<file path="src/sv/fpsr_pkg.sv">
`timescale 1ns / 1ps
// ----------------------------------------------------------------------------
// fpsr_pkg
// Shared types and constants of the front-panel shift register emulator.
// ----------------------------------------------------------------------------
package fpsr_pkg;

	localparam int unsigned NUM_ENTRIES = 16;
	localparam int unsigned IDX_W       = $clog2(NUM_ENTRIES);

	localparam logic [1:0] OP_BUS_BYTE    = 2'd0;
	localparam logic [1:0] OP_ENCODER     = 2'd1;
	localparam logic [1:0] OP_SWITCH      = 2'd2;
	localparam logic [1:0] OP_LOCAL_READ  = 2'd3;

	localparam logic [7:0] READ_ADDRESS   = 8'h12;
	localparam int unsigned STORE_BIT     = 4;
	localparam logic [IDX_W-1:0] CONTROL_ENTRY = IDX_W'(2);
	localparam logic [7:0] ENTRY_RESET    = 8'hFF;

	localparam logic REG_DETENT_ENABLE = 1'b0;
	localparam logic REG_DETENT_CODE   = 1'b1;

	typedef struct packed {
		logic [1:0] operation;
		logic       data_phase;
		logic [7:0] bus_byte;
		logic [1:0] encoder_bits;
		logic [4:0] switch_levels;
		logic [3:0] read_index;
	} req_t;

	typedef struct packed {
		logic       reply_load;
		logic [7:0] reply_byte;
		logic       driver_enable;
		logic [7:0] read_value;
	} rsp_t;

	typedef struct packed {
		logic capture;
		logic commit;
	} cmd_t;

endpackage

</file>
<file path="src/sv/fpsr_if.sv">
`timescale 1ns / 1ps
// ----------------------------------------------------------------------------
// fpsr_req_if / fpsr_rsp_if
// Valid/ready channels for requests and results.
// ----------------------------------------------------------------------------
interface fpsr_req_if;
	logic       valid;
	logic       ready;
	logic [1:0] operation;
	logic       data_phase;
	logic [7:0] bus_byte;
	logic [1:0] encoder_bits;
	logic [4:0] switch_levels;
	logic [3:0] read_index;

	modport source (
		output valid, operation, data_phase, bus_byte, encoder_bits,
			switch_levels, read_index,
		input  ready
	);
	modport sink (
		input  valid, operation, data_phase, bus_byte, encoder_bits,
			switch_levels, read_index,
		output ready
	);
endinterface

interface fpsr_rsp_if;
	logic       valid;
	logic       ready;
	logic       reply_load;
	logic [7:0] reply_byte;
	logic       driver_enable;
	logic [7:0] read_value;

	modport source (
		output valid, reply_load, reply_byte, driver_enable, read_value,
		input  ready
	);
	modport sink (
		input  valid, reply_load, reply_byte, driver_enable, read_value,
		output ready
	);
endinterface

</file>
<file path="src/sv/fpsr_ctrl.sv">
`timescale 1ns / 1ps
// ----------------------------------------------------------------------------
// fpsr_ctrl
// Request sequencing: capture, execute, and result valid tracking.
// ----------------------------------------------------------------------------
module fpsr_ctrl (
	input  logic          clk,
	input  logic          arst_n,
	input  logic          in_valid,
	output logic          in_ready,
	output logic          out_valid,
	input  logic          out_ready,
	output fpsr_pkg::cmd_t cmd
);
	import fpsr_pkg::*;

	localparam logic ST_IDLE = 1'b0;
	localparam logic ST_EXEC = 1'b1;

	logic state_q;
	logic state_d;
	logic out_valid_q;
	logic slot_free;

	assign in_ready    = (state_q == ST_IDLE);
	assign slot_free   = !out_valid_q || out_ready;
	assign cmd.capture = in_valid && in_ready;
	assign cmd.commit  = (state_q == ST_EXEC) && slot_free;
	assign out_valid   = out_valid_q;

	always_comb begin
		state_d = state_q;
		unique case (state_q)
			ST_IDLE: if (cmd.capture) state_d = ST_EXEC;
			ST_EXEC: if (cmd.commit) state_d = ST_IDLE;
			default: state_d = ST_IDLE;
		endcase
	end

	always_ff @(posedge clk or negedge arst_n) begin
		if (!arst_n) begin
			state_q     <= ST_IDLE;
			out_valid_q <= 1'b0;
		end else begin
			state_q <= state_d;
			if (cmd.commit)
				out_valid_q <= 1'b1;
			else if (out_ready)
				out_valid_q <= 1'b0;
		end
	end

endmodule

</file>
<file path="src/sv/fpsr_datapath.sv">
`timescale 1ns / 1ps
// ----------------------------------------------------------------------------
// fpsr_datapath
// Panel register file, bus address/driver state, encoder history, result reg.
// ----------------------------------------------------------------------------
module fpsr_datapath (
	input  logic           clk,
	input  logic           arst_n,
	input  fpsr_pkg::cmd_t cmd,
	input  fpsr_pkg::req_t req_in,
	input  logic           detent_enable,
	input  logic [1:0]     detent_code,
	output fpsr_pkg::rsp_t rsp_out
);
	import fpsr_pkg::*;

	req_t             req_q;
	logic [7:0]       regs_q [NUM_ENTRIES];
	logic [7:0]       addr_q;
	logic [1:0]       prev_enc_q;
	logic             driving_q;
	rsp_t             rsp_q;

	logic [7:0]       inv_byte;
	logic [7:0]       ctl;
	logic             wr_en;
	logic [IDX_W-1:0] wr_idx;
	logic [7:0]       wr_data;
	logic [7:0]       addr_d;
	logic [1:0]       prev_enc_d;
	logic             driving_d;
	rsp_t             rsp_d;
	logic             enc_act;

	assign inv_byte = ~req_q.bus_byte;
	assign ctl      = regs_q[CONTROL_ENTRY];
	assign enc_act  = !(detent_enable && (req_q.encoder_bits != detent_code));

	always_comb begin
		wr_en      = 1'b0;
		wr_idx     = CONTROL_ENTRY;
		wr_data    = ctl;
		addr_d     = addr_q;
		prev_enc_d = prev_enc_q;
		driving_d  = driving_q;
		rsp_d      = '0;
		unique case (req_q.operation)
			OP_BUS_BYTE: begin
				if (!req_q.data_phase) begin
					addr_d = inv_byte;
					if (inv_byte == READ_ADDRESS) begin
						rsp_d.reply_load = 1'b1;
						rsp_d.reply_byte = ctl;
						driving_d        = 1'b1;
						wr_en            = 1'b1;
						wr_data          = {ctl[7:2], 1'b1, ctl[0]};
					end
				end else if (addr_q == READ_ADDRESS) begin
					driving_d = 1'b0;
				end else if (addr_q[STORE_BIT]) begin
					wr_en   = 1'b1;
					wr_idx  = addr_q[IDX_W-1:0];
					wr_data = inv_byte;
				end
			end
			OP_ENCODER: begin
				prev_enc_d = req_q.encoder_bits;
				if (enc_act) begin
					wr_en   = 1'b1;
					wr_data = {ctl[7:2], 1'b0,
						~(prev_enc_q[1] ^ req_q.encoder_bits[0])};
				end
			end
			OP_SWITCH: begin
				wr_en   = 1'b1;
				wr_data = {ctl[7], req_q.switch_levels, ctl[1:0]};
			end
			OP_LOCAL_READ: begin
				rsp_d.read_value = regs_q[req_q.read_index];
			end
			default: ;
		endcase
		rsp_d.driver_enable = driving_d;
	end

	always_ff @(posedge clk) begin
		if (cmd.capture)
			req_q <= req_in;
		if (cmd.commit)
			rsp_q <= rsp_d;
	end

	always_ff @(posedge clk or negedge arst_n) begin
		if (!arst_n) begin
			for (int i = 0; i < NUM_ENTRIES; i++)
				regs_q[i] <= ENTRY_RESET;
			addr_q     <= '0;
			prev_enc_q <= '0;
			driving_q  <= 1'b0;
		end else if (cmd.commit) begin
			if (wr_en)
				regs_q[wr_idx] <= wr_data;
			addr_q     <= addr_d;
			prev_enc_q <= prev_enc_d;
			driving_q  <= driving_d;
		end
	end

	assign rsp_out = rsp_q;

endmodule

</file>
<file path="src/sv/front_panel_shift_register_emulator_core.sv">
`timescale 1ns / 1ps
// ----------------------------------------------------------------------------
// front_panel_shift_register_emulator_core
// Front-panel shift register emulator behind a serial slave: bus bytes,
// encoder events, switch samples and local reads update a 16-entry panel
// register file and produce one result per request.
//
//  channel | dir | handshake     | payload
//  req     | in  | valid/ready   | operation, data_phase, bus_byte,
//          |     |               | encoder_bits, switch_levels, read_index
//  rsp     | out | valid/ready   | reply_load, reply_byte, driver_enable,
//          |     |               | read_value
//  apb     | in  | psel/penable  | detent_enable (0x0), detent_code (0x4)
//
// A request is captured into the single request register and executed once
// the output register is free; no new request is taken while one executes.
// The result sits in an output register; execution waits only while it is
// still held by a stalled sink.
// Reset clears the sequencer and sets every panel entry to 0xFF.
// ----------------------------------------------------------------------------
module front_panel_shift_register_emulator_core (
	input  logic        clk,
	input  logic        arst_n,
	fpsr_req_if.sink    req,
	fpsr_rsp_if.source  rsp,
	input  logic        psel,
	input  logic        penable,
	input  logic        pwrite,
	input  logic [2:0]  paddr,
	input  logic [31:0] pwdata,
	output logic [31:0] prdata,
	output logic        pready
);
	import fpsr_pkg::*;

	cmd_t       cmd;
	req_t       req_in;
	rsp_t       rsp_out;
	logic       detent_enable_q;
	logic [1:0] detent_code_q;
	logic       cfg_wr;

	assign pready = 1'b1;
	assign cfg_wr = psel && penable && pwrite && pready;

	always_ff @(posedge clk or negedge arst_n) begin
		if (!arst_n) begin
			detent_enable_q <= 1'b1;
			detent_code_q   <= 2'd0;
		end else if (cfg_wr) begin
			unique case (paddr[2])
				REG_DETENT_ENABLE: detent_enable_q <= pwdata[0];
				REG_DETENT_CODE:   detent_code_q   <= pwdata[1:0];
				default: ;
			endcase
		end
	end

	always_comb begin
		unique case (paddr[2])
			REG_DETENT_ENABLE: prdata = {31'd0, detent_enable_q};
			REG_DETENT_CODE:   prdata = {30'd0, detent_code_q};
			default:           prdata = '0;
		endcase
	end

	assign req_in.operation     = req.operation;
	assign req_in.data_phase    = req.data_phase;
	assign req_in.bus_byte      = req.bus_byte;
	assign req_in.encoder_bits  = req.encoder_bits;
	assign req_in.switch_levels = req.switch_levels;
	assign req_in.read_index    = req.read_index;

	fpsr_ctrl u_ctrl (
		.clk       (clk),
		.arst_n    (arst_n),
		.in_valid  (req.valid),
		.in_ready  (req.ready),
		.out_valid (rsp.valid),
		.out_ready (rsp.ready),
		.cmd       (cmd)
	);

	fpsr_datapath u_datapath (
		.clk           (clk),
		.arst_n        (arst_n),
		.cmd           (cmd),
		.req_in        (req_in),
		.detent_enable (detent_enable_q),
		.detent_code   (detent_code_q),
		.rsp_out       (rsp_out)
	);

	assign rsp.reply_load    = rsp_out.reply_load;
	assign rsp.reply_byte    = rsp_out.reply_byte;
	assign rsp.driver_enable = rsp_out.driver_enable;
	assign rsp.read_value    = rsp_out.read_value;

`ifndef SYNTHESIS
	a_commit_shows: assert property (@(posedge clk) disable iff (!arst_n)
		cmd.commit |=> rsp.valid)
		else $error("executed request produced no result");

	a_no_overlap: assert property (@(posedge clk) disable iff (!arst_n)
		!(cmd.capture && cmd.commit))
		else $error("capture while a request is executing");

	a_no_overwrite: assert property (@(posedge clk) disable iff (!arst_n)
		rsp.valid && !rsp.ready |-> !cmd.commit)
		else $error("held result overwritten");

	a_load_drives: assert property (@(posedge clk) disable iff (!arst_n)
		rsp.valid && rsp.reply_load |-> rsp.driver_enable)
		else $error("reply loaded without driver enabled");
`endif

endmodule
</file>
<file path="src/flat_wrapper.sv">
// flat-port wrapper written by rule: the top's interface ports become plain ports
module front_panel_shift_register_emulator_core_flat import fpsr_pkg::*;
  (clk, arst_n, psel, penable, pwrite, paddr, pwdata, prdata, pready, req_valid, req_operation, req_data_phase, req_bus_byte, req_encoder_bits, req_switch_levels, req_read_index, req_ready, rsp_valid, rsp_reply_load, rsp_reply_byte, rsp_driver_enable, rsp_read_value, rsp_ready);
  fpsr_req_if req_i ();
  fpsr_rsp_if rsp_i ();
  input  logic clk;
  input  logic arst_n;
  input  logic psel;
  input  logic penable;
  input  logic pwrite;
  input  logic [2:0] paddr;
  input  logic [31:0] pwdata;
  output logic [31:0] prdata;
  output logic pready;
  input wire logic [$bits(req_i.valid)-1:0] req_valid;
  input wire logic [$bits(req_i.operation)-1:0] req_operation;
  input wire logic [$bits(req_i.data_phase)-1:0] req_data_phase;
  input wire logic [$bits(req_i.bus_byte)-1:0] req_bus_byte;
  input wire logic [$bits(req_i.encoder_bits)-1:0] req_encoder_bits;
  input wire logic [$bits(req_i.switch_levels)-1:0] req_switch_levels;
  input wire logic [$bits(req_i.read_index)-1:0] req_read_index;
  output wire logic [$bits(req_i.ready)-1:0] req_ready;
  output wire logic [$bits(rsp_i.valid)-1:0] rsp_valid;
  output wire logic [$bits(rsp_i.reply_load)-1:0] rsp_reply_load;
  output wire logic [$bits(rsp_i.reply_byte)-1:0] rsp_reply_byte;
  output wire logic [$bits(rsp_i.driver_enable)-1:0] rsp_driver_enable;
  output wire logic [$bits(rsp_i.read_value)-1:0] rsp_read_value;
  input wire logic [$bits(rsp_i.ready)-1:0] rsp_ready;
  assign req_i.valid = req_valid;
  assign req_i.operation = req_operation;
  assign req_i.data_phase = req_data_phase;
  assign req_i.bus_byte = req_bus_byte;
  assign req_i.encoder_bits = req_encoder_bits;
  assign req_i.switch_levels = req_switch_levels;
  assign req_i.read_index = req_read_index;
  assign req_ready = req_i.ready;
  assign rsp_valid = rsp_i.valid;
  assign rsp_reply_load = rsp_i.reply_load;
  assign rsp_reply_byte = rsp_i.reply_byte;
  assign rsp_driver_enable = rsp_i.driver_enable;
  assign rsp_read_value = rsp_i.read_value;
  assign rsp_i.ready = rsp_ready;
  front_panel_shift_register_emulator_core u_core (.clk(clk), .arst_n(arst_n), .req(req_i), .rsp(rsp_i), .psel(psel), .penable(penable), .pwrite(pwrite), .paddr(paddr), .pwdata(pwdata), .prdata(prdata), .pready(pready));
endmodule
</file>
<file path="config.mk">
export PLATFORM = sky130hd
export DESIGN_NAME = front_panel_shift_register_emulator_core_flat
export DESIGN_NICKNAME = d
export VERILOG_FILES = /design/src/sv/fpsr_pkg.sv /design/src/sv/fpsr_if.sv /design/src/sv/fpsr_ctrl.sv /design/src/sv/fpsr_datapath.sv /design/src/sv/front_panel_shift_register_emulator_core.sv /design/src/flat_wrapper.sv
export SDC_FILE = /design/constraint.sdc
export NUM_CORES = 1
export LEC_CHECK = 0
export BUFFER_PORTS_ARGS = -buffer_cell sky130_fd_sc_hd__buf_4
export CORE_AREA = 2 2 127 142
export DETAILED_ROUTE_END_ITERATION = 10
export DIE_AREA = 0 0 129 144
export GPL_ROUTABILITY_DRIVEN = 0
export PLACE_DENSITY = 0.74
export SYNTH_ARGS = -nofsm -noshare
export SYNTH_HDL_FRONTEND = slang
export SYNTH_HIERARCHICAL = 1
export SYNTH_SLANG_ARGS = --single-unit
</file>
<file path="constraint.sdc">
create_clock -name clk -period 3.7 [get_ports clk]
set_clock_uncertainty 0.2 [all_clocks]
set_input_delay 0.925 -clock clk [delete_from_list [all_inputs] [get_ports clk]]
set_output_delay 0.925 -clock clk [all_outputs]
set_load 0.05 [all_outputs]
</file>
==> results of run 1 <==
[layer usage]
| metal | vias to the layer above | part of all wire |
|---|---|---|
| met4 | 0 | 0.032 |
| li1 | 2129 | - |
| met5 | - | 0 |
| met1 | 2551 | 0.41 |
| met3 | 29 | 0.054 |
| met2 | 168 | 0.51 |
[cell usage after synthesis, types with 6 or more instances]
cell / n / share of area
nor2b_1: 8 / 0.0058
o21ai_0: 14 / 0.0082
dfstp_2: 129 / 0.40
mux4_2: 40 / 0.11
a21oi_1: 12 / 0.0070
nor2_1: 20 / 0.0088
buf_6: 7 / 0.0092
and2_1: 9 / 0.0066
clkbuf_1: 11 / 0.0048
nor3_1: 6 / 0.0035
nand2_1: 20 / 0.0088
buf_2: 7 / 0.0041
dfrtp_1: 14 / 0.041
mux2_2: 110 / 0.14
nor3_2: 7 / 0.0082
edfxtp_1: 40 / 0.14
buf_4: 31 / 0.027
mux2_4: 7 / 0.012
[flip-flops by register name, summed over array words and instances (netlist names)]
name / cells
u_core/u_ctrl/out_valid: 1
u_core/u_datapath/addr_q: 8
u_core/u_ctrl/state_q: 1
u_core/u_datapath/prev_enc_q: 1
u_core/u_datapath/ctl: 8
u_core/u_datapath/rsp_out: 18
u_core/detent_code_q: 2
u_core/u_datapath/driving_q: 1
u_core/detent_enable_q: 1
u_core/u_datapath/req_q: 22
u_core/u_datapath/regs_q: 120
[area by class of cell]
cell class                 count  area, µm²
clock buffer                  21        492
clock inverter                11        131
fill                        1314       7480
inverter                       3       11.3
multi-input combinational    340       3340
sequential                   183       4940
tap                          238        298
timing repair buffer          76        608
[worst min-delay path by stage]
stage / slack, ns / start / end
3_5_place_dp: 0.27 / u_core/u_datapath/addr_q[6] / u_core/u_datapath/addr_q[6]
4_1_cts: 0.28 / u_core/u_datapath/addr_q[6] / u_core/u_datapath/addr_q[6]
6_report: 0.29 / u_core/u_datapath/addr_q[6] / u_core/u_datapath/addr_q[6]
5_1_grt: 0.31 / u_core/u_datapath/regs_q[31] / u_core/u_datapath/regs_q[31]
3_3_place_gp: 0.26 / u_core/u_datapath/addr_q[5] / u_core/u_datapath/addr_q[5]
2_1_floorplan: 0.24 / u_core/u_datapath/addr_q[5] / u_core/u_datapath/addr_q[5]
[cell families (layout without fill, tap and decap cells)]
kind of cell	Yosys count	after routing	share of synthesized area
other cells	2	31	0.000876
simple gates	101	101	0.0711
flops	183	183	0.576
xor+xnor	3	3	0.00306
compound gates	45	45	0.0359
mux	160	160	0.265
buf+inv	61	111	0.0476
[critical path: cells and delay by family (launching register included)]
family	cells	cell delay [ns]
DFF	1	0.60
muxes	1	0.38
and+or+nand+nor	3	1.64
[where the power goes]
group,switching [mW],internal [mW],total (mW)
Sequential,0.208,2.36,2.56
Combinational,0.651,0.415,1.07
Clock,0.776,1.10,1.88
==> flow_results.org, run 1 <==
** Power and ir drop
- The analysis attributes to cell leakage a power of 3.90 nW.
- Power after layout :: 5.51 mW
- The worst-case IR drop observed on VDD is 354 µV.
- Power spread over the standard cell area amounts to 561 nW/µm².

** Clocking
- Post-CTS repair changed the size of 0 cells.
- Clock transition at the register clock pins on the worst setup and hold paths after CTS :: 0.06 ns
- The clock reaches the later pin of the worst-skew pair after 0.43 ns.
- Once the clock tree was built, the setup fixing pass inserted 0 buffers.
- Number of buffers inserted for hold repair after clock tree synthesis :: 0
- CTS Buf Count :: 17
- CTS tree :: built
- Clk root buf :: clkbuf_16
- Number of levels in the clock H-tree :: 4
- No sink is reached through more buffers than the 2 on the longest clock path.
- The tree built by TritonCTS fans out to 183 sinks.

** Layout
- Antenna diode instance count :: 0
- Filler-free cell count of the finished design :: 872
- In the final layout, the share of cells above drive strength 1 is 0.659.
- In the layout the commonest cells are 129 x dfstp_2, 110 x mux2_2, 73 x buf_4, 40 x mux4_2, 40 x edfxtp_1.
- Finished Cell Area :: 9820 µm²
- Once layout is complete, the utilization of the core stands at 0.568.
- Compared with the post-synthesis result, the final layout area differs by 14.5%.
- Number of nets in the layout :: 685
- Most common cell after layout, fill and taps aside :: dfstp_2

** Timing
- Setup violation total in the final timing report :: 0
- Final cycle utilization of the critical path :: 0.789
- Setup repair after global routing left no endpoint under its margin.
- The hold violation total from the final report was 0.
- In this run the tightest slew margin relative to its limit is 0.428.
- Hold timing on the final database bottoms out at a slack of 0.288 ns.
- The final max-slew violation count was 0.
- Subtracting the final worst setup slack from the clock period gives 2.92 ns.
- Worst-margin pin slew :: 0.853 ns
- Static timing analysis puts the maximum clock frequency at 343 MHz.
- Slack of the critical path :: 0.782 ns
- In the final timing run, aggregate negative setup slack is 0 ns.

** Global route
- For met2 alone, demand over resource in global routing was 0.343.
- Most used routing layer in global routing :: met2
- The initial antenna violation count is 0.
- For met1 alone, demand over resource in global routing was 0.256.
- First-pass GRT wire length :: 28.2 mm
- For met3 alone, demand over resource in global routing was 0.0488.
- Entering global routing, the biggest net connects 57 pins.
- Number of global-route vias before repair :: 5182
- Final global-route overflow total :: 0
- Global router's overall resource usage :: 0.206

** Synthesis
- Cell count after synthesis :: 555
- Yosys printed 6 warnings.
- After synthesis the netlist holds a flip-flop and latch count of 183.
- In this run the mean area of a mapped cell was 15.5 µm².
- Count of cell types in the netlist :: 56
- Number of enable flip-flop cells after synthesis :: 40
- Share of synthesized area occupied by flip-flops and latches :: 0.576
- Synth Cell Area :: 8580 µm²
- The most used flip-flop cell after synthesis is dfstp_2.
- Async set-or-reset flop fraction in the synthesized netlist :: 0.781

** Worst setup path
- Along the worst path, the maximum fanout reaches 15.
- Launching point of the worst reg2reg path :: u_core/u_datapath/req_q[21]
- Worst R2R Path Depth :: 4
- In this run the worst setup path begins at u_core/u_datapath/req_q[21].
- The worst setup path is captured at a flop.
- Reg2Reg Setup Slack :: 0.78 ns
- End point of the critical path :: u_core/u_datapath/regs_q[93]
- Data arrives at the worst endpoint at 3.07 ns.
- Nature of the critical path startpoint :: flop
- CP required :: 3.85 ns
- RR Endpoint :: u_core/u_datapath/regs_q[93]
- On the critical path, the stage with the largest delay is an instance of or4_1.
- The worst setup path is of the reg -> reg kind.
- Max stage delay on crit path :: 0.91 ns
- Critical Path, Cell by Cell :: nor2_1 -> nand3_1 -> or4_1 -> mux2_2

** Die
- Core Rows :: 51
- The core region is 17300 µm².
- Die Outline Area :: 18600 µm²
- The floorplan step set the die width to 129 µm.
- The floorplan step set the die height to 144 µm.
- The initial utilization of the core area, before any placement, comes to 0.496.
- 117 I/O pins were placed.

** Detailed routing
- Dividing the detail-routed wire length by the instance count gives 20.5 µm.
- The first TritonRoute pass finished after 4 iterations.
- After detailed routing, the number of vias per cell comes to 5.59.
- The first routing iteration left 394 violations.
- Total vias in the final route :: 4877
- The count of nets left with antenna violations once routing finished came out at 0.
- Drt drc :: 0
- For this block, the routed nets add up to 17.9 mm of wire.

** Min path
- Hold depth :: 2
- Path type of the worst min-delay path :: reg -> reg

** Run status
- Run status :: finished clean

** Placed design
- Worst slack at placement :: 0.667 ns
- Counting tap cells, the placed design contains a total of 840 instances.
- Detailed placer's ending HPWL :: 11.9 mm
- Count of port buffers added during placement :: 53
- The placed instances occupy a cell area of 9190 µm².

** Job
- Number of violations of the max-capacitance limit :: 0
(Power assumes the default switching activity.)
==> run 2: changes to the inputs <==
--- a/config.mk
+++ b/config.mk
@@ -10,7 +10,7 @@
 export DETAILED_ROUTE_END_ITERATION = 10
 export DIE_AREA = 0 0 129 144
 export GPL_ROUTABILITY_DRIVEN = 0
-export PLACE_DENSITY = 0.74
+export PLACE_DENSITY = 0.77
 export SYNTH_ARGS = -nofsm -noshare
 export SYNTH_HDL_FRONTEND = slang
 export SYNTH_HIERARCHICAL = 1
==> constraint.sdc (replaced) <==
create_clock -name clk -period 2.55 [get_ports clk]
set_clock_uncertainty 0.2 [all_clocks]
set_input_delay 0.6375 -clock clk [delete_from_list [all_inputs] [get_ports clk]]
set_output_delay 0.6375 -clock clk [all_outputs]
set_load 0.05 [all_outputs]
==> run 2 against run 1 <==
Against the previous run: via count is 1.4% higher; first-iteration DRC count grew 12%; non-clock buffer count grew 25; setup slack worse by 0.72 ns; global-route usage grew 0.27 points; maximum frequency is 17% higher; sequential power rose by 43%; clock power increased by 56%; wire length is 2.1% higher; largest cell class unchanged.
==> flow_results.org, run 2 (same netlist as run 1, synthesis figures left out) <==
** Run status
- The flow ran to the end, and the final reports show no timing, DRC or antenna violations.

** Timing
- After layout, the worst setup slack is 0.0611 ns.
- Setup violations remaining at the end of the flow were counted as 0.
- Clock period minus final worst setup slack :: 2.49 ns
- Dividing the final minimum period by the clock period gives 0.976.
- Worst slew margin relative to its limit :: 0.566
- The final max-slew violation count came to 0.
- At the pin with the least slew margin, the transition time is 0.649 ns.
- The hold violation total from the final report came to 0.
- Timing would allow up to 402 MHz.

** Layout
- The multi-input combinational cells in the finished layout cover a total of 3390 µm².
- Most common cell after layout, fill and taps aside :: dfstp_2
- Across the whole layout, storage elements account for 4940 µm².
- Area growth from synthesis to layout :: 18.3%
- More flip-flops sit in one register than any other, and that register is u_core/u_datapath/regs_q.
- Share of cells above drive strength 1 :: 0.678
- Commonest cells after routing, fill and taps aside :: 129 x dfstp_2, 110 x mux2_2, 95 x buf_4, 40 x mux4_2, 40 x edfxtp_1
- Core occupancy in the finished layout :: 0.587
- The register with the most flip-flops in the layout has 120 of them.
- Number of nets in the layout :: 710
- The number of antenna diodes in the final layout is 0.
- After filler insertion, the fill cell instance count of the layout stands at 1253.

** Worst setup path
- CP Buf/Inv Count :: 1
- Among all stages on the critical path, the largest delay is contributed by or4b_1.
- CP required :: 2.70 ns
- In this run the worst setup path begins at u_core/u_datapath/addr_q[5].
- Endpoint arrival time on the critical path :: 2.64 ns
- Endpoint kind of the worst setup timing path :: flop
- Launching point of the worst reg2reg path :: u_core/u_datapath/addr_q[5]
- Cell type group with the largest total delay on the critical path :: simple AND/OR/NAND/NOR gates
- RR Endpoint :: u_core/u_datapath/regs_q[67]
- Worst R2R Path Depth :: 6
- Reg2Reg Setup Slack :: 0.06 ns
- Type of the worst setup path :: reg -> reg
- Critical Path, Cell by Cell :: or4b_1 -> buf_4 -> o21ba_4 -> nor3_1 -> a211oi_4 -> mux2_2
- The largest single stage delay on the critical path is 0.57 ns.
- Nature of the critical path startpoint :: flop
- Worst-path fanout max :: 16

** Detailed routing
- Drt drc :: 0
- Initial drt markers :: 440
- Average wire length per cell after detail routing :: 20.4 µm
- Routed Antenna Nets :: 0
- Routed wire length :: 18.3 mm
- The first detailed-routing pass took 5 iterations.
- Across all layers, the routed design uses 4947 vias.
- Post-DR vias/cell :: 5.52

** Placed design
- Prior to clock tree synthesis, the placed netlist has a worst setup slack of -0.257 ns.
- Detailed placer's ending HPWL :: 12.4 mm
- Count of port buffers added during placement :: 53

** Clocking
- Clock-pin slew was measured on the worst setup and hold paths at 0.07 ns.
- Buffers inserted during clock tree synthesis total 17.
- Source-to-sink clock delay at the later pin of the worst-skew pair :: 0.43 ns
- Maximum clock insertion buffer count :: 2
- CTS Sinks :: 183
- TritonCTS built the clock tree.
- The clock tree synthesis step divided the H-tree into 4 levels.
- Clk root buf :: clkbuf_16

** Job
- Max-cap violations in this run came to 0.

** Power and ir drop
- Power spread over the standard cell area amounts to 822 nW/µm².
- IR analysis of the VDD net gives a maximum drop of 502 µV.
- For this design the static power due to leakage is 4.07 nW.

** Die
- The floorplan step set the die height to 144 µm.
- Pin placement for this block handled 117 I/O pins.
- Die Outline Area :: 18600 µm²
- Effective utilization at floorplan :: 0.496
- Core Rows :: 51
- Die Width :: 129 µm
- Core Box Area :: 17300 µm²

** Global route
- Pin count of the biggest net entering global routing :: 61
- For this run the aggregate overflow at the end of global routing stands at 0.
- First-pass GRT wire length :: 28.9 mm
- Initial antenna violation count :: 0
- Global router's overall resource usage :: 0.209
- The number of global-route vias before repair was 5258.

** Min path
- Origin of the worst min-delay path :: req_read_index[1]
- Hold depth :: 1
- End of the worst hold path :: u_core/u_datapath/req_q[1]
- Path type of the worst min-delay path :: in -> reg
[run 2: changes by cell type in the layout (fill, tap and decap cells not counted), sizes merged]
cell      before  now
buf           76  101
bufinv         2    5
clkbuf        21   19
inv            9    7
clkinvlp       1    2
[run 2: worst reg2reg max path: cells and delay by family, from the launching register on]
kind	cells	cell delay, ns
AND/OR/NAND/NOR	2	0.95
AO/OA/AOI/OAI	2	0.40
flip-flops	1	0.38
multiplexers	1	0.32
buffers and inverters	1	0.17
[run 2: worst max path at each step]
stage | to | cells past startpoint
3_5_place_dp | u_core/u_datapath/regs_q[76] | 5
2_1_floorplan | u_core/u_datapath/regs_q[88] | 7
3_3_place_gp | u_core/u_datapath/regs_q[44] | 5
4_1_cts | u_core/u_datapath/regs_q[100] | 5
5_1_grt | u_core/u_datapath/regs_q[12] | 7
6_report | u_core/u_datapath/regs_q[67] | 6
[run 2: cell type report]
class,count,share of cell area
tap,238,0.0294
sequential,183,0.487
timing repair buffer,101,0.0821
clock buffer,19,0.0448
clock inverter,13,0.0211
multi-input combinational,340,0.334
inverter,3,0.00111
[run 2: metrics by stage]
stage / TNS [ns] / hold slack (ns) / power, mW / instance area, µm² / cells
after floorplan: 0 / 0.142 / 4.82 / 8700 / 584
after global placement: -2.07 / 0.256 / 5.24 / 9390 / 863
after detailed placement: -8.84 / 0.272 / 5.33 / 9390 / 863
after CTS: 0 / 0.163 / 8.33 / 10100 / 895
after global routing: -0.0334 / 0.162 / 8.66 / 10100 / 897
final: 0 / 0.181 / 8.34 / 10100 / 897
[run 2: timing repair]
item                                    in CTS  in global routing
resized for setup                            5                  3
endpoints found under the setup margin      64                 73
pin swaps                                    0                  3
hold buffers                                 0                  0
buffers inserted                             0                  2
[run 2: per-layer routing]
metal / GRT usage / up-vias / part of all wire
met4: 0.0795 / 0 / 0.019
met1: 0.255 / 2599 / 0.40
met2: 0.373 / 154 / 0.55
met3: 0.0351 / 23 / 0.037
li1: - / 2171 / -
met5: 0 / - / 0
[run 2: power by group]
part,internal (mW),switching (mW)
clock network,1.81,1.13
registers,3.42,0.250
logic,0.704,1.03
==> run 3: changes to the inputs <==
--- a/config.mk
+++ b/config.mk
@@ -6,11 +6,15 @@
 export NUM_CORES = 1
 export LEC_CHECK = 0
 export BUFFER_PORTS_ARGS = -buffer_cell sky130_fd_sc_hd__buf_4
-export CORE_AREA = 2 2 127 142
+export CELL_PAD_IN_SITES_DETAIL_PLACEMENT = 1
+export CELL_PAD_IN_SITES_GLOBAL_PLACEMENT = 1
+export CORE_AREA = 2 2 138 154
 export DETAILED_ROUTE_END_ITERATION = 10
-export DIE_AREA = 0 0 129 144
+export DIE_AREA = 0 0 140 156
 export GPL_ROUTABILITY_DRIVEN = 0
 export PLACE_DENSITY = 0.77
+export RECOVER_POWER = 50
+export SLEW_MARGIN = 40
 export SYNTH_ARGS = -nofsm -noshare
 export SYNTH_HDL_FRONTEND = slang
 export SYNTH_HIERARCHICAL = 1
==> run 3 against run 2 <==
Against the previous run: clock-buffer cell count stayed put; non-clock buffer count is 4 lower; setup slack better by 0.0026 ns; wire length increased by 12%; via count is 1.2% higher; critical endpoint is now u_core/u_datapath/regs_q[65]; final area fell by 1.5%; maximum frequency is 0.10% higher; worst hold slack gained 0.013 ns; critical path type unchanged; clock power is 11% lower; combinational power increased by 4%; the run now ends with design-rule violations left; largest cell class unchanged; final cell count up 1.6%.
==> flow_results.org, run 3 (same netlist as run 1, synthesis figures left out) <==
** Timing
- Slack of the critical path :: 0.0637 ns
- Measured against its own limit, the worst slew margin works out to 0.113.
- Setup violations remaining at the end of the flow were counted as 0.
- On the final layout, the worst hold slack is 0.193 ns.
- Worst-margin pin slew :: 1.33 ns
- The final max-slew violation count is 0.
- Of the available clock period, the critical path in the final layout requires 0.975.
- Maximum operating frequency :: 402 MHz
- Hold Violations, Final :: 0
- Adding up every negative setup slack in the final design gives 0 ns.
- Clock period minus final worst setup slack :: 2.49 ns
- RSZ-0062 raised after global routing :: false

** Detailed routing
- The first detailed-routing pass took 9 iterations.
- The routed design has 20.6 mm of wire.
- Dividing the detail-routed wire length by the instance count gives 22.6 µm.
- The routed layout has 5006 vias.
- For this block, the initial DRC count from the detailed router was 238.
- Drt drc :: 5
- Using the TritonRoute via totals, the vias-per-cell ratio works out to 5.50.
- Once detail routing completed, the nets flagged for antenna violations numbered 0.

** Die
- Core Rows :: 55
- Core Box Area :: 20300 µm²
- Number of I/O pins :: 117
- Die Width :: 140 µm
- Effective utilization at floorplan :: 0.422
- Die Outline Area :: 21800 µm²
- The die is 156 µm tall.

** Clocking
- Source-to-sink clock delay at the later pin of the worst-skew pair :: 0.44 ns
- Clock tree synthesis inserted a total of 17 buffers.
- Clock transition at the register clock pins on the worst setup and hold paths after CTS :: 0.07 ns
- Number of buffers inserted for hold repair after clock tree synthesis :: 0
- Maximum clock insertion buffer count :: 2
- Clk root buf :: clkbuf_16
- Number of levels in the clock H-tree :: 4
- Buffers added to address setup during post-CTS repair amount to 0.
- The clock net in this run drives a total of 183 sinks.
- TritonCTS built the clock tree.

** Worst setup path
- Among cell families on the critical path, the largest total delay comes from compound AO/OA/AOI/OAI gates.
- STA classifies the critical path startpoint as a flop.
- Worst-path fanout max :: 16
- The setup path with the least slack is of type reg -> reg.
- On the worst path, the slowest cell contributes a delay of 0.56 ns.
- For the worst setup path, the data required time is 2.71 ns.
- CP Buf/Inv Count :: 1
- STA classifies the critical path endpoint as a flop.
- Walking the worst path, the cells encountered are or4b_1 -> buf_4 -> o21ai_2 -> nor2_1 -> o31a_2 -> mux2_2.
- On the critical path, the stage with the largest delay is an instance of or4b_1.
- Data arrives at the worst endpoint at 2.64 ns.

** Run status
- The flow ran to the end, but the final reports show violations.
- The checks that failed: design-rule violations.

** Layout
- Largest register by flop count :: u_core/u_datapath/regs_q
- Most common cell after layout, fill and taps aside :: dfstp_2
- Core occupancy in the finished layout :: 0.492
- The net count of the finished layout is 706.
- Filler-free cell count of the finished design :: 911
- The register with the most flip-flops in the layout has 120 of them.
- Across the whole layout, storage elements account for 4940 µm².
- Filler cells :: 1947
- Area growth from synthesis to layout :: 16.5%
- Antenna diode instance count :: 0
- In the final layout, the share of cells above drive strength 1 is 0.666.
- Multi-input combinational cell area :: 3360 µm²
- The top cell types in the final layout, fill and taps aside, are 129 x dfstp_2, 110 x mux2_2, 64 x buf_4, 40 x mux4_2, 40 x edfxtp_1.
- The finished cells cover 9990 µm².

** Placed design
- Count of port buffers added during placement :: 53
- Detailed placement finished with a half-perimeter wire length of 14.0 mm.
- Once placement finished, the instance area stood at 9450 µm².
- Worst slack at placement :: -0.0118 ns
- Number of instances in the placed design :: 879

** Global route
- Entering global routing, the biggest net connects 46 pins.
- Global router's overall resource usage :: 0.201
- Number of global-route vias before repair :: 5711
- First-pass GRT wire length :: 32.9 mm
- Initial antenna violation count :: 0
- Final global-route overflow total :: 0

** Power and ir drop
- Largest voltage drop on the vdd net :: 329 µV
- Static Leak :: 3.97 nW
- Power after layout :: 8.11 mW
- In this run the power density over the cells is 812 nW/µm².

** Min path
- Path type of the worst min-delay path :: in -> reg

** Job
- Number of violations of the max-capacitance limit :: 0
==> run 3: cell types whose count changed in the layout (fill, tap and decap cells not counted), sizes merged <==
| cell | before | now |
|---|---|---|
| buf | 101 | 69 |
| clkbuf | 19 | 47 |
| inv | 7 | 3 |
| clkinv | 2 | 5 |
| clkinvlp | 2 | 5 |
| bufinv | 5 | 3 |
==> run 3: path summary, 6_finish.rpt <==
| kind | start | end | slack, ns | cells past startpoint |
|---|---|---|---|---|
| max in group asynchronous | arst_n | u_core/u_datapath/regs_q[79] | 0.39 | 2 |
| min in group asynchronous | arst_n | u_core/u_datapath/addr_q[7] | 0.20 | 1 |
| worst max register to register | u_core/u_datapath/addr_q[7] | u_core/u_datapath/regs_q[65] | 0.06 | 6 |
| worst min register to register | u_core/u_datapath/regs_q[95] | u_core/u_datapath/regs_q[95] | 0.29 | 2 |
| worst max-delay path | u_core/u_datapath/addr_q[7] | u_core/u_datapath/regs_q[65] | 0.06 | 6 |
| worst min-delay path | req_bus_byte[4] | u_core/u_datapath/req_q[15] | 0.19 | 1 |
==> run 3: area by class of cell <==
class / instances / area share
Clock buffer: 19 / 0.0433
Clock inverter: 13 / 0.0157
Inverter: 3 / 0.00113
Multi-Input combinational cell: 340 / 0.336
Sequential cell: 183 / 0.494
Tap cell: 256 / 0.0321
Timing Repair Buffer: 97 / 0.0773
==> run 3: report_power, final <==
part / leakage (nW) / total (mW) / switching (mW) / internal, mW
Combinational: 1.80 / 1.80 / 1.08 / 0.713
Clock: 0.270 / 2.63 / 1.10 / 1.53
Sequential: 1.89 / 3.68 / 0.263 / 3.42
Total: 3.97 / 8.11 / 2.45 / 5.67
==> run 3: routing by layer <==
| metal | vias to the layer above | GRT usage | share of wire |
|---|---|---|---|
| li1 | 2181 | - | - |
| met1 | 2701 | 0.240 | 0.41 |
| met2 | 103 | 0.364 | 0.54 |
| met3 | 21 | 0.0381 | 0.035 |
| met4 | 0 | 0.0765 | 0.016 |
| met5 | - | 0 | 0 |
==> run 3: what timing repair did <==
action / in CTS / in global routing
hold endpoints to repair: 0 / 0
endpoints found under the setup margin: 16 / 19
resized for setup: 1 / 2
